**src/rtl/core/bcc_pkg.sv**
```systemverilog
// Shared types and constants for the button click classifier.
package bcc_pkg;

    // Configuration port address width: six 32-bit registers at 4-byte spacing
    localparam int ADDR_W = 5;

    // Register indexes on the configuration port
    typedef enum logic [2:0] {
        REG_POLARITY_LOW = 3'd0,
        REG_REPEAT_ON    = 3'd1,
        REG_DEBOUNCE_MS  = 3'd2,
        REG_LONG_MS      = 3'd3,
        REG_DOUBLE_MS    = 3'd4,
        REG_REPEAT_MS    = 3'd5
    } t_reg_idx;

    // Event kinds reported on the result channel
    typedef enum logic [1:0] {
        KIND_SHORT  = 2'd0,
        KIND_LONG   = 2'd1,
        KIND_DOUBLE = 2'd2
    } t_kind;

    // Reset values of the configuration registers
    localparam logic        RST_POLARITY_LOW = 1'b1;
    localparam logic        RST_REPEAT_ON    = 1'b0;
    localparam logic [15:0] RST_DEBOUNCE_MS  = 16'd50;
    localparam logic [15:0] RST_LONG_MS      = 16'd1000;
    localparam logic [15:0] RST_DOUBLE_MS    = 16'd300;
    localparam logic [15:0] RST_REPEAT_MS    = 16'd200;

    // Configuration bundle from the register file to the classifier
    typedef struct packed {
        logic        polarity_low;
        logic        repeat_on;
        logic [15:0] debounce_ms;
        logic [15:0] long_ms;
        logic [15:0] double_ms;
        logic [15:0] repeat_ms;
    } t_cfg;

    // One classified sample
    typedef struct packed {
        logic  event_valid;
        t_kind kind;
        logic  pressed;
    } t_result;

endpackage

```
**src/rtl/core/bcc_regs.sv**
```systemverilog
// APB-style configuration register file for the button click classifier.
module bcc_regs
    import bcc_pkg::*;
(
    input  logic              i_clk,
    input  logic              i_rst_n,
    input  logic              psel,
    input  logic              penable,
    input  logic              pwrite,
    input  logic [ADDR_W-1:0] paddr,
    input  logic [31:0]       pwdata,
    output logic [31:0]       prdata,
    output logic              pready,
    output t_cfg              o_cfg
);

    t_cfg     r_cfg;
    t_reg_idx w_idx;
    logic     w_wr;

    assign pready = 1'b1;
    assign w_idx  = t_reg_idx'(paddr[ADDR_W-1:2]);
    assign w_wr   = psel && penable && pwrite;

    // Register writes; unknown indexes are dropped
    always_ff @(posedge i_clk) begin
        if (!i_rst_n) begin
            r_cfg.polarity_low <= RST_POLARITY_LOW;
            r_cfg.repeat_on    <= RST_REPEAT_ON;
            r_cfg.debounce_ms  <= RST_DEBOUNCE_MS;
            r_cfg.long_ms      <= RST_LONG_MS;
            r_cfg.double_ms    <= RST_DOUBLE_MS;
            r_cfg.repeat_ms    <= RST_REPEAT_MS;
        end else if (w_wr) begin
            unique case (w_idx)
                REG_POLARITY_LOW: r_cfg.polarity_low <= pwdata[0];
                REG_REPEAT_ON:    r_cfg.repeat_on    <= pwdata[0];
                REG_DEBOUNCE_MS:  r_cfg.debounce_ms  <= pwdata[15:0];
                REG_LONG_MS:      r_cfg.long_ms      <= pwdata[15:0];
                REG_DOUBLE_MS:    r_cfg.double_ms    <= pwdata[15:0];
                REG_REPEAT_MS:    r_cfg.repeat_ms    <= pwdata[15:0];
                default: ;
            endcase
        end
    end

    // Read mux
    always_comb begin
        unique case (w_idx)
            REG_POLARITY_LOW: prdata = {31'd0, r_cfg.polarity_low};
            REG_REPEAT_ON:    prdata = {31'd0, r_cfg.repeat_on};
            REG_DEBOUNCE_MS:  prdata = {16'd0, r_cfg.debounce_ms};
            REG_LONG_MS:      prdata = {16'd0, r_cfg.long_ms};
            REG_DOUBLE_MS:    prdata = {16'd0, r_cfg.double_ms};
            REG_REPEAT_MS:    prdata = {16'd0, r_cfg.repeat_ms};
            default:          prdata = 32'd0;
        endcase
    end

    assign o_cfg = r_cfg;

endmodule

```
**src/rtl/core/bcc_core.sv**
```systemverilog
// Debounce and click classification state with its single-pass update logic.
module bcc_core
    import bcc_pkg::*;
(
    input  logic        i_clk,
    input  logic        i_rst_n,
    input  logic        i_step,
    input  logic        i_pin_level,
    input  logic [31:0] i_now_ms,
    input  t_cfg        i_cfg,
    output t_result     o_res
);

    // Classifier state
    logic        r_stable_level;
    logic [31:0] r_change_time;
    logic [31:0] r_press_start;
    logic [31:0] r_repeat_time;
    logic        r_long_fired;
    logic [31:0] r_release_time;
    logic        r_awaiting;

    logic        n_stable_level;
    logic [31:0] n_change_time;
    logic [31:0] n_press_start;
    logic [31:0] n_repeat_time;
    logic        n_long_fired;
    logic [31:0] n_release_time;
    logic        n_awaiting;

    logic        w_pressed;
    logic        w_ev_valid;
    t_kind       w_kind;

    // Sample update: debounced edge, then long press, then double-click timeout
    always_comb begin
        logic [31:0] since_change;
        logic [31:0] held;
        logic [31:0] since_release;
        logic [31:0] since_press;
        logic [31:0] since_repeat;
        logic [31:0] since_release2;

        n_stable_level = r_stable_level;
        n_change_time  = r_change_time;
        n_press_start  = r_press_start;
        n_repeat_time  = r_repeat_time;
        n_long_fired   = r_long_fired;
        n_release_time = r_release_time;
        n_awaiting     = r_awaiting;
        w_ev_valid     = 1'b0;
        w_kind         = KIND_SHORT;

        w_pressed = i_cfg.polarity_low ? !i_pin_level : i_pin_level;

        // accepted level change
        since_change  = i_now_ms - r_change_time;
        held          = i_now_ms - r_press_start;
        since_release = i_now_ms - r_release_time;
        if (w_pressed != r_stable_level && since_change > {16'd0, i_cfg.debounce_ms}) begin
            n_change_time  = i_now_ms;
            n_stable_level = w_pressed;
            if (w_pressed) begin
                n_press_start = i_now_ms;
                n_long_fired  = 1'b0;
            end else begin
                if (!r_long_fired && held < {16'd0, i_cfg.long_ms}) begin
                    if (r_awaiting && since_release < {16'd0, i_cfg.double_ms}) begin
                        w_ev_valid = 1'b1;
                        w_kind     = KIND_DOUBLE;
                        n_awaiting = 1'b0;
                    end else begin
                        n_awaiting     = 1'b1;
                        n_release_time = i_now_ms;
                    end
                end
                n_long_fired = 1'b0;
            end
        end

        // long press and repeats, measured on the raw sample
        since_press  = i_now_ms - n_press_start;
        since_repeat = i_now_ms - r_repeat_time;
        if (w_pressed && since_press > {16'd0, i_cfg.long_ms}) begin
            if (!n_long_fired) begin
                n_long_fired  = 1'b1;
                n_awaiting    = 1'b0;
                n_repeat_time = i_now_ms;
                w_ev_valid    = 1'b1;
                w_kind        = KIND_LONG;
            end else if (i_cfg.repeat_on && since_repeat > {16'd0, i_cfg.repeat_ms}) begin
                n_repeat_time = i_now_ms;
                w_ev_valid    = 1'b1;
                w_kind        = KIND_LONG;
            end
        end

        // double-click window ran out: single short press
        since_release2 = i_now_ms - n_release_time;
        if (n_awaiting && since_release2 > {16'd0, i_cfg.double_ms}) begin
            n_awaiting = 1'b0;
            w_ev_valid = 1'b1;
            w_kind     = KIND_SHORT;
        end
    end

    // State registers advance once per transaction
    always_ff @(posedge i_clk) begin
        if (!i_rst_n) begin
            r_stable_level <= 1'b0;
            r_change_time  <= 32'd0;
            r_press_start  <= 32'd0;
            r_repeat_time  <= 32'd0;
            r_long_fired   <= 1'b0;
            r_release_time <= 32'd0;
            r_awaiting     <= 1'b0;
        end else if (i_step) begin
            r_stable_level <= n_stable_level;
            r_change_time  <= n_change_time;
            r_press_start  <= n_press_start;
            r_repeat_time  <= n_repeat_time;
            r_long_fired   <= n_long_fired;
            r_release_time <= n_release_time;
            r_awaiting     <= n_awaiting;
        end
    end

    assign o_res.event_valid = w_ev_valid;
    assign o_res.kind        = w_kind;
    assign o_res.pressed     = w_pressed;

    // A double click always closes the wait
    a_double_clears_wait: assert property (@(posedge i_clk) disable iff (!i_rst_n)
        i_step && w_ev_valid && w_kind == KIND_DOUBLE |=> !r_awaiting)
        else $error("double click left the wait open");

    // Any long or repeat event leaves the long press marked
    a_long_marks_fired: assert property (@(posedge i_clk) disable iff (!i_rst_n)
        i_step && w_ev_valid && w_kind == KIND_LONG |=> r_long_fired)
        else $error("long event without long_fired set");

    // State holds between transactions
    a_state_holds: assert property (@(posedge i_clk) disable iff (!i_rst_n)
        !i_step |=> $stable(r_awaiting) && $stable(r_long_fired) && $stable(r_press_start))
        else $error("classifier state moved without a transaction");

endmodule

```
**src/rtl/core/button_click_classifier_unit.sv**
```systemverilog
// Top level of the button click classifier: input register, classifier, result register.
// A sample is captured in the input register and classified as it moves into the result
// register, from which its result can be taken.
// Throughput: one sample per clock unless stalled; the classifier update is one pass between
// the input and result registers, and the result register frees itself as it is taken.
// Reset (i_rst_n low at a clock edge) empties both registers, clears the classifier
// state and loads the configuration reset values.
module button_click_classifier_unit
    import bcc_pkg::*;
(
    input  logic              i_clk,
    input  logic              i_rst_n,
    // sample channel
    input  logic              i_valid,
    output logic              o_stall,
    input  logic              i_pin_level,
    input  logic [31:0]       i_now_ms,
    // result channel
    output logic              o_valid,
    input  logic              i_stall,
    output logic              o_event_valid,
    output logic [1:0]        o_event_kind,
    output logic              o_is_pressed,
    // configuration port
    input  logic              psel,
    input  logic              penable,
    input  logic              pwrite,
    input  logic [ADDR_W-1:0] paddr,
    input  logic [31:0]       pwdata,
    output logic [31:0]       prdata,
    output logic              pready
);

    t_cfg        w_cfg;
    t_result     w_res;

    logic        r_in_valid;
    logic        r_in_level;
    logic [31:0] r_in_now;

    logic        r_out_valid;
    logic        r_out_event;
    t_kind       r_out_kind;
    logic        r_out_pressed;

    logic        w_advance;
    logic        w_accept;

    bcc_regs u_regs (
        .i_clk   (i_clk),
        .i_rst_n (i_rst_n),
        .psel    (psel),
        .penable (penable),
        .pwrite  (pwrite),
        .paddr   (paddr),
        .pwdata  (pwdata),
        .prdata  (prdata),
        .pready  (pready),
        .o_cfg   (w_cfg)
    );

    bcc_core u_core (
        .i_clk       (i_clk),
        .i_rst_n     (i_rst_n),
        .i_step      (w_advance),
        .i_pin_level (r_in_level),
        .i_now_ms    (r_in_now),
        .i_cfg       (w_cfg),
        .o_res       (w_res)
    );

    // Pipeline flow: input register moves when the result register is free or drains
    assign w_advance = r_in_valid && (!r_out_valid || !i_stall);
    assign o_stall   = r_in_valid && !w_advance;
    assign w_accept  = i_valid && !o_stall;

    // Input register
    always_ff @(posedge i_clk) begin
        if (!i_rst_n) begin
            r_in_valid <= 1'b0;
        end else if (w_accept) begin
            r_in_valid <= 1'b1;
        end else if (w_advance) begin
            r_in_valid <= 1'b0;
        end
    end

    always_ff @(posedge i_clk) begin
        if (w_accept) begin
            r_in_level <= i_pin_level;
            r_in_now   <= i_now_ms;
        end
    end

    // Result register
    always_ff @(posedge i_clk) begin
        if (!i_rst_n) begin
            r_out_valid <= 1'b0;
        end else if (w_advance) begin
            r_out_valid <= 1'b1;
        end else if (!i_stall) begin
            r_out_valid <= 1'b0;
        end
    end

    always_ff @(posedge i_clk) begin
        if (w_advance) begin
            r_out_event   <= w_res.event_valid;
            r_out_kind    <= w_res.kind;
            r_out_pressed <= w_res.pressed;
        end
    end

    assign o_valid       = r_out_valid;
    assign o_event_valid = r_out_event;
    assign o_event_kind  = r_out_kind;
    assign o_is_pressed  = r_out_pressed;

    // Back-pressure only when a sample is actually held
    a_stall_needs_item: assert property (@(posedge i_clk) disable iff (!i_rst_n)
        o_stall |-> r_in_valid && r_out_valid && i_stall)
        else $error("input stalled with nothing blocking it");

    // A processed sample always lands in the result register
    a_advance_fills_out: assert property (@(posedge i_clk) disable iff (!i_rst_n)
        w_advance |=> o_valid)
        else $error("processed sample lost");

    // No event means a short-press code on the kind field
    a_idle_kind: assert property (@(posedge i_clk) disable iff (!i_rst_n)
        o_valid && !o_event_valid |-> o_event_kind == KIND_SHORT)
        else $error("kind set without an event");

endmodule

```
**config.mk**
```make
export PLATFORM = sky130hd
export DESIGN_NAME = button_click_classifier_unit
export DESIGN_NICKNAME = d
export VERILOG_FILES = /design/src/rtl/core/bcc_pkg.sv /design/src/rtl/core/bcc_regs.sv /design/src/rtl/core/bcc_core.sv /design/src/rtl/core/button_click_classifier_unit.sv
export SDC_FILE = /design/constraint.sdc
export NUM_CORES = 1
export LEC_CHECK = 0
export BUFFER_PORTS_ARGS = -buffer_cell sky130_fd_sc_hd__buf_2
export CAP_MARGIN = 30
export CORE_MARGIN = 2
export CORE_UTILIZATION = 60
export DETAILED_ROUTE_END_ITERATION = 10
export GPL_ROUTABILITY_DRIVEN = 0
export HOLD_SLACK_MARGIN = 0.03
export PLACE_DENSITY = 0.75
export SETUP_SLACK_MARGIN = 0.15
export SLEW_MARGIN = 20
export SYNTH_ARGS = -nofsm -noshare
export SYNTH_HDL_FRONTEND = slang
export SYNTH_SLANG_ARGS = --single-unit
```
**constraint.sdc**
```tcl
create_clock -name i_clk -period 14 [get_ports i_clk]
set_clock_uncertainty 0.05 [all_clocks]
set_input_delay 2.1 -clock i_clk [delete_from_list [all_inputs] [get_ports i_clk]]
set_output_delay 2.1 -clock i_clk [all_outputs]
set_load 0.02 [all_outputs]
```
==> flow_summary.toml <==
[cells_and_area]
syn2layout_area_growth_pct = 7.83
drive_above_1_share_pct = 7.13
stdcell_count = 3652
layout.nets = 3471
multi_input_area_um2 = 16700
seq_area_um2 = 5090
post-route-util_pct = 65.1
fillers = 3418
design_area_um2 = 25000

[floorplanning]
initial_utilization_pct = 60.4
die_h_um = 201
die_x_um = 201
ioPinCount = 116
coreArea_um2 = 38500
die-area_um2 = 40300
fp-row-count = 72

[detailed_routing]
vias = 22626
wl_per_cell_um = 18.1
drt-initial-drc-count = 1853
drt-total-wl_um = 66300
final_antenna_net_count = 0
drc = 0
vias_per_cell = 6.20
first_pass_iters = 7

[sta]
tns_ns = 0
drv_slew = 0
finalCriticalPeriod_ns = 12.53
worstMarginPinSlew_ns = 0.871
holdWs_ns = 0.407
fin_crit_sh_pct = 89.5
slew_headroom_pct = 41.4
hold_viol = 0
max_freq_mhz = 79.8
report.final.setup_viol = 0
rsz0062_at_grt = "false"

[clocking]
clock_sinks = 236
cts_tree = "yes"
path_clk_slew_ns = 0.06
clk_path_buf_depth = 3
clock_latency_ns = 0.60
cts_setup_buffers = 0
cts-htree-levels = 1
ctsHoldBuffers = 0
cts_resized = 0
cts_root_buffer = "clkbuf_16"
cts_buffers = 28

[place]
dpl_cell_area_um2 = 24100
numPortBuffers = 80
dp_cells = 3595
dp_hpwl_um = 51200

[synth]
synth.cell_area_um2 = 23200
synthFlopType = "dfxtp_1"
async_reset_ff_share_pct = 0
yosysUniqueCellTypes = 97
post_synth.cell_area_avg_um2 = 7.58
syn_inst = 3063
ys_seq_area_share_pct = 21.9
yosys_warnings = 0
synth_edf_count = 37
synth-seq-cells = 236

[global_route]
grt_pass1_wl_um = 107000
grt_max_degree = 155
antenna_found_initial = 5
overflow = 0
grt_usage_pct = 31.8
first_global_vias = 22038

[power_and_ir_drop]
powerDensity_nw_per_um2 = 85.4
vdd_drop_max_uv = 119
leakagePower_uw = 0.0100

[min_path]
hp-class = "reg -> reg"

[setup_path]
worst_path_max_delay_cell = "edfxtp_1"
start_kind = "flop"
required_ns = 14.43
critPathCaptureType = "flop"
cp_max_fo = 65
arrival_ns = 12.96
path_class = "reg -> reg"
worst_path_largest_cell_delay_ns = 0.82

[run]
cap_violations = 0

[outcome]
status = "completed"
==> layout make-up <==
type | instances | area share, %
multi-input cells | 2466 | 66.7
clock inverters | 7 | 0.200
diodes | 5 | 0.0500
inverters | 251 | 3.76
repair buffers | 126 | 3.16
well taps | 518 | 2.59
flip-flops and latches | 236 | 20.3
clock buffers | 43 | 3.18
==> path summary, 6_finish.rpt <==
check	from	to	slack (ns)	depth (start not counted)
setup / recovery	r_in_now[1]	u_core.r_repeat_time[18]	1.47	45
hold / removal	u_core.r_repeat_time[7]	u_core.r_repeat_time[7]	0.41	2
setup reg to reg	r_in_now[1]	u_core.r_repeat_time[18]	1.47	45
hold reg to reg	u_core.r_repeat_time[7]	u_core.r_repeat_time[7]	0.41	2
==> cells in the mapped netlist (6+ instances only) <==
cell	n	area (µm²)
and3_1	26	163
or3_1	14	87.6
a211oi_1	22	165
a2111oi_0	10	87.6
a21o_1	85	638
nor2b_1	35	219
buf_2	7	35.0
nor4_1	13	81.3
o31ai_1	13	97.6
xor2_1	38	333
xnor2_1	65	569
a211o_1	8	70.1
o31a_1	8	70.1
o22ai_1	27	169
fa_1	6	120
nand3_1	37	185
nand3b_1	9	67.6
edfxtp_1	37	1110
or4_1	7	52.6
nand2b_1	39	244
o2111ai_1	18	158
buf_1	9	33.8
inv_1	251	942
nor3b_1	13	97.6
dfxtp_1	199	3980
a221oi_1	12	105
o21a_1	49	368
buf_4	17	128
a21boi_0	148	1110
a31oi_1	28	175
a21oi_1	210	1050
nand4_1	52	325
nand2_1	504	1890
and2_1	17	106
or2_2	20	125
mux2i_1	109	1090
o211ai_1	41	308
clkbuf_1	87	327
nor2_1	192	721
nor3_1	54	270
a21boi_1	17	128
o21bai_1	15	113
ha_1	279	3490
o21ai_0	113	566
==> stage by stage <==
stage	setup slack, ns	power, µW
6_report	1.47	2140
5_1_grt	0.639	2250
4_1_cts	1.82	2130
3_5_place_dp	1.96	1440
3_3_place_gp	2.18	1410
2_1_floorplan	4.10	1270
==> cells by family (layout without fill, tap and decap cells) <==
| kind of cell | count (synthesis) | count (layout) | share of synthesized area (%) |
|---|---|---|---|
| AND/OR/NAND/NOR | 1058 | 1058 | 21.2 |
| AO/OA/AOI/OAI | 890 | 890 | 26.0 |
| buffers and inverters | 376 | 427 | 6.55 |
| adder cells (fa/ha/maj) | 285 | 285 | 15.6 |
| flip-flops | 236 | 236 | 21.9 |
| multiplexers | 113 | 113 | 4.89 |
| XOR/XNOR | 103 | 103 | 3.89 |
| other | 2 | 22 | 0.0323 |
==> registers in the layout, indices dropped and copies added, names as in the netlist, 2 cells and up <==
register	flops
u_core.r_repeat_time	32
u_core.r_change_time	32
u_core.r_press_start	32
u_regs.o_cfg	66
o_event_kind	2
u_core.r_release_time	32
r_in_now	32
==> routing by layer <==
metal | wire length (µm) | GRT usage, %
met1 | 27800 | 40.0
met2 | 31300 | 55.6
met3 | 4340 | 3.15
met4 | 2770 | 13.5
met5 | 0 | 0
==> worst max-delay path: cells and delay by family (launching register included) <==
family                   cells  cell delay [ns]
flip-flops                   1             0.82
multiplexers                 3             1.06
XOR/XNOR                     2             0.31
AND/OR/NAND/NOR             14             3.59
adder cells (fa/ha/maj)      5             1.83
AO/OA/AOI/OAI               18             3.47
buffers and inverters        3             1.16
==> placed cells by master (no fill, tap or decap), types with 22 or more instances in the layout <==
cell       Yosys  layout
buf_4         17      44
a21o_1        85      85
o21ai_0      113     113
o211ai_1      41      41
inv_1        251     251
xor2_1        38      38
nand2b_1      39      39
mux2i_1      109     109
nand2_1      504     504
buf_2          7      79
nor2b_1       35      34
nor2_1       192     191
nand3_1       37      37
xnor2_1       65      65
nand4_1       52      52
ha_1         279     279
a21boi_0     148     148
dfxtp_1      199     199
o22ai_1       27      27
nor3_1        54      51
and3_1        26      26
edfxtp_1      37      37
a31oi_1       28      27
a211oi_1      22      22
a21oi_1      210     210
clkbuf_16      0      28
o21a_1        49      49
==> power breakdown <==
part	internal [µW]	switching, µW
sequential	709	12.2
clock	389	304
combinational	289	436
(Power assumes the default switching activity.)
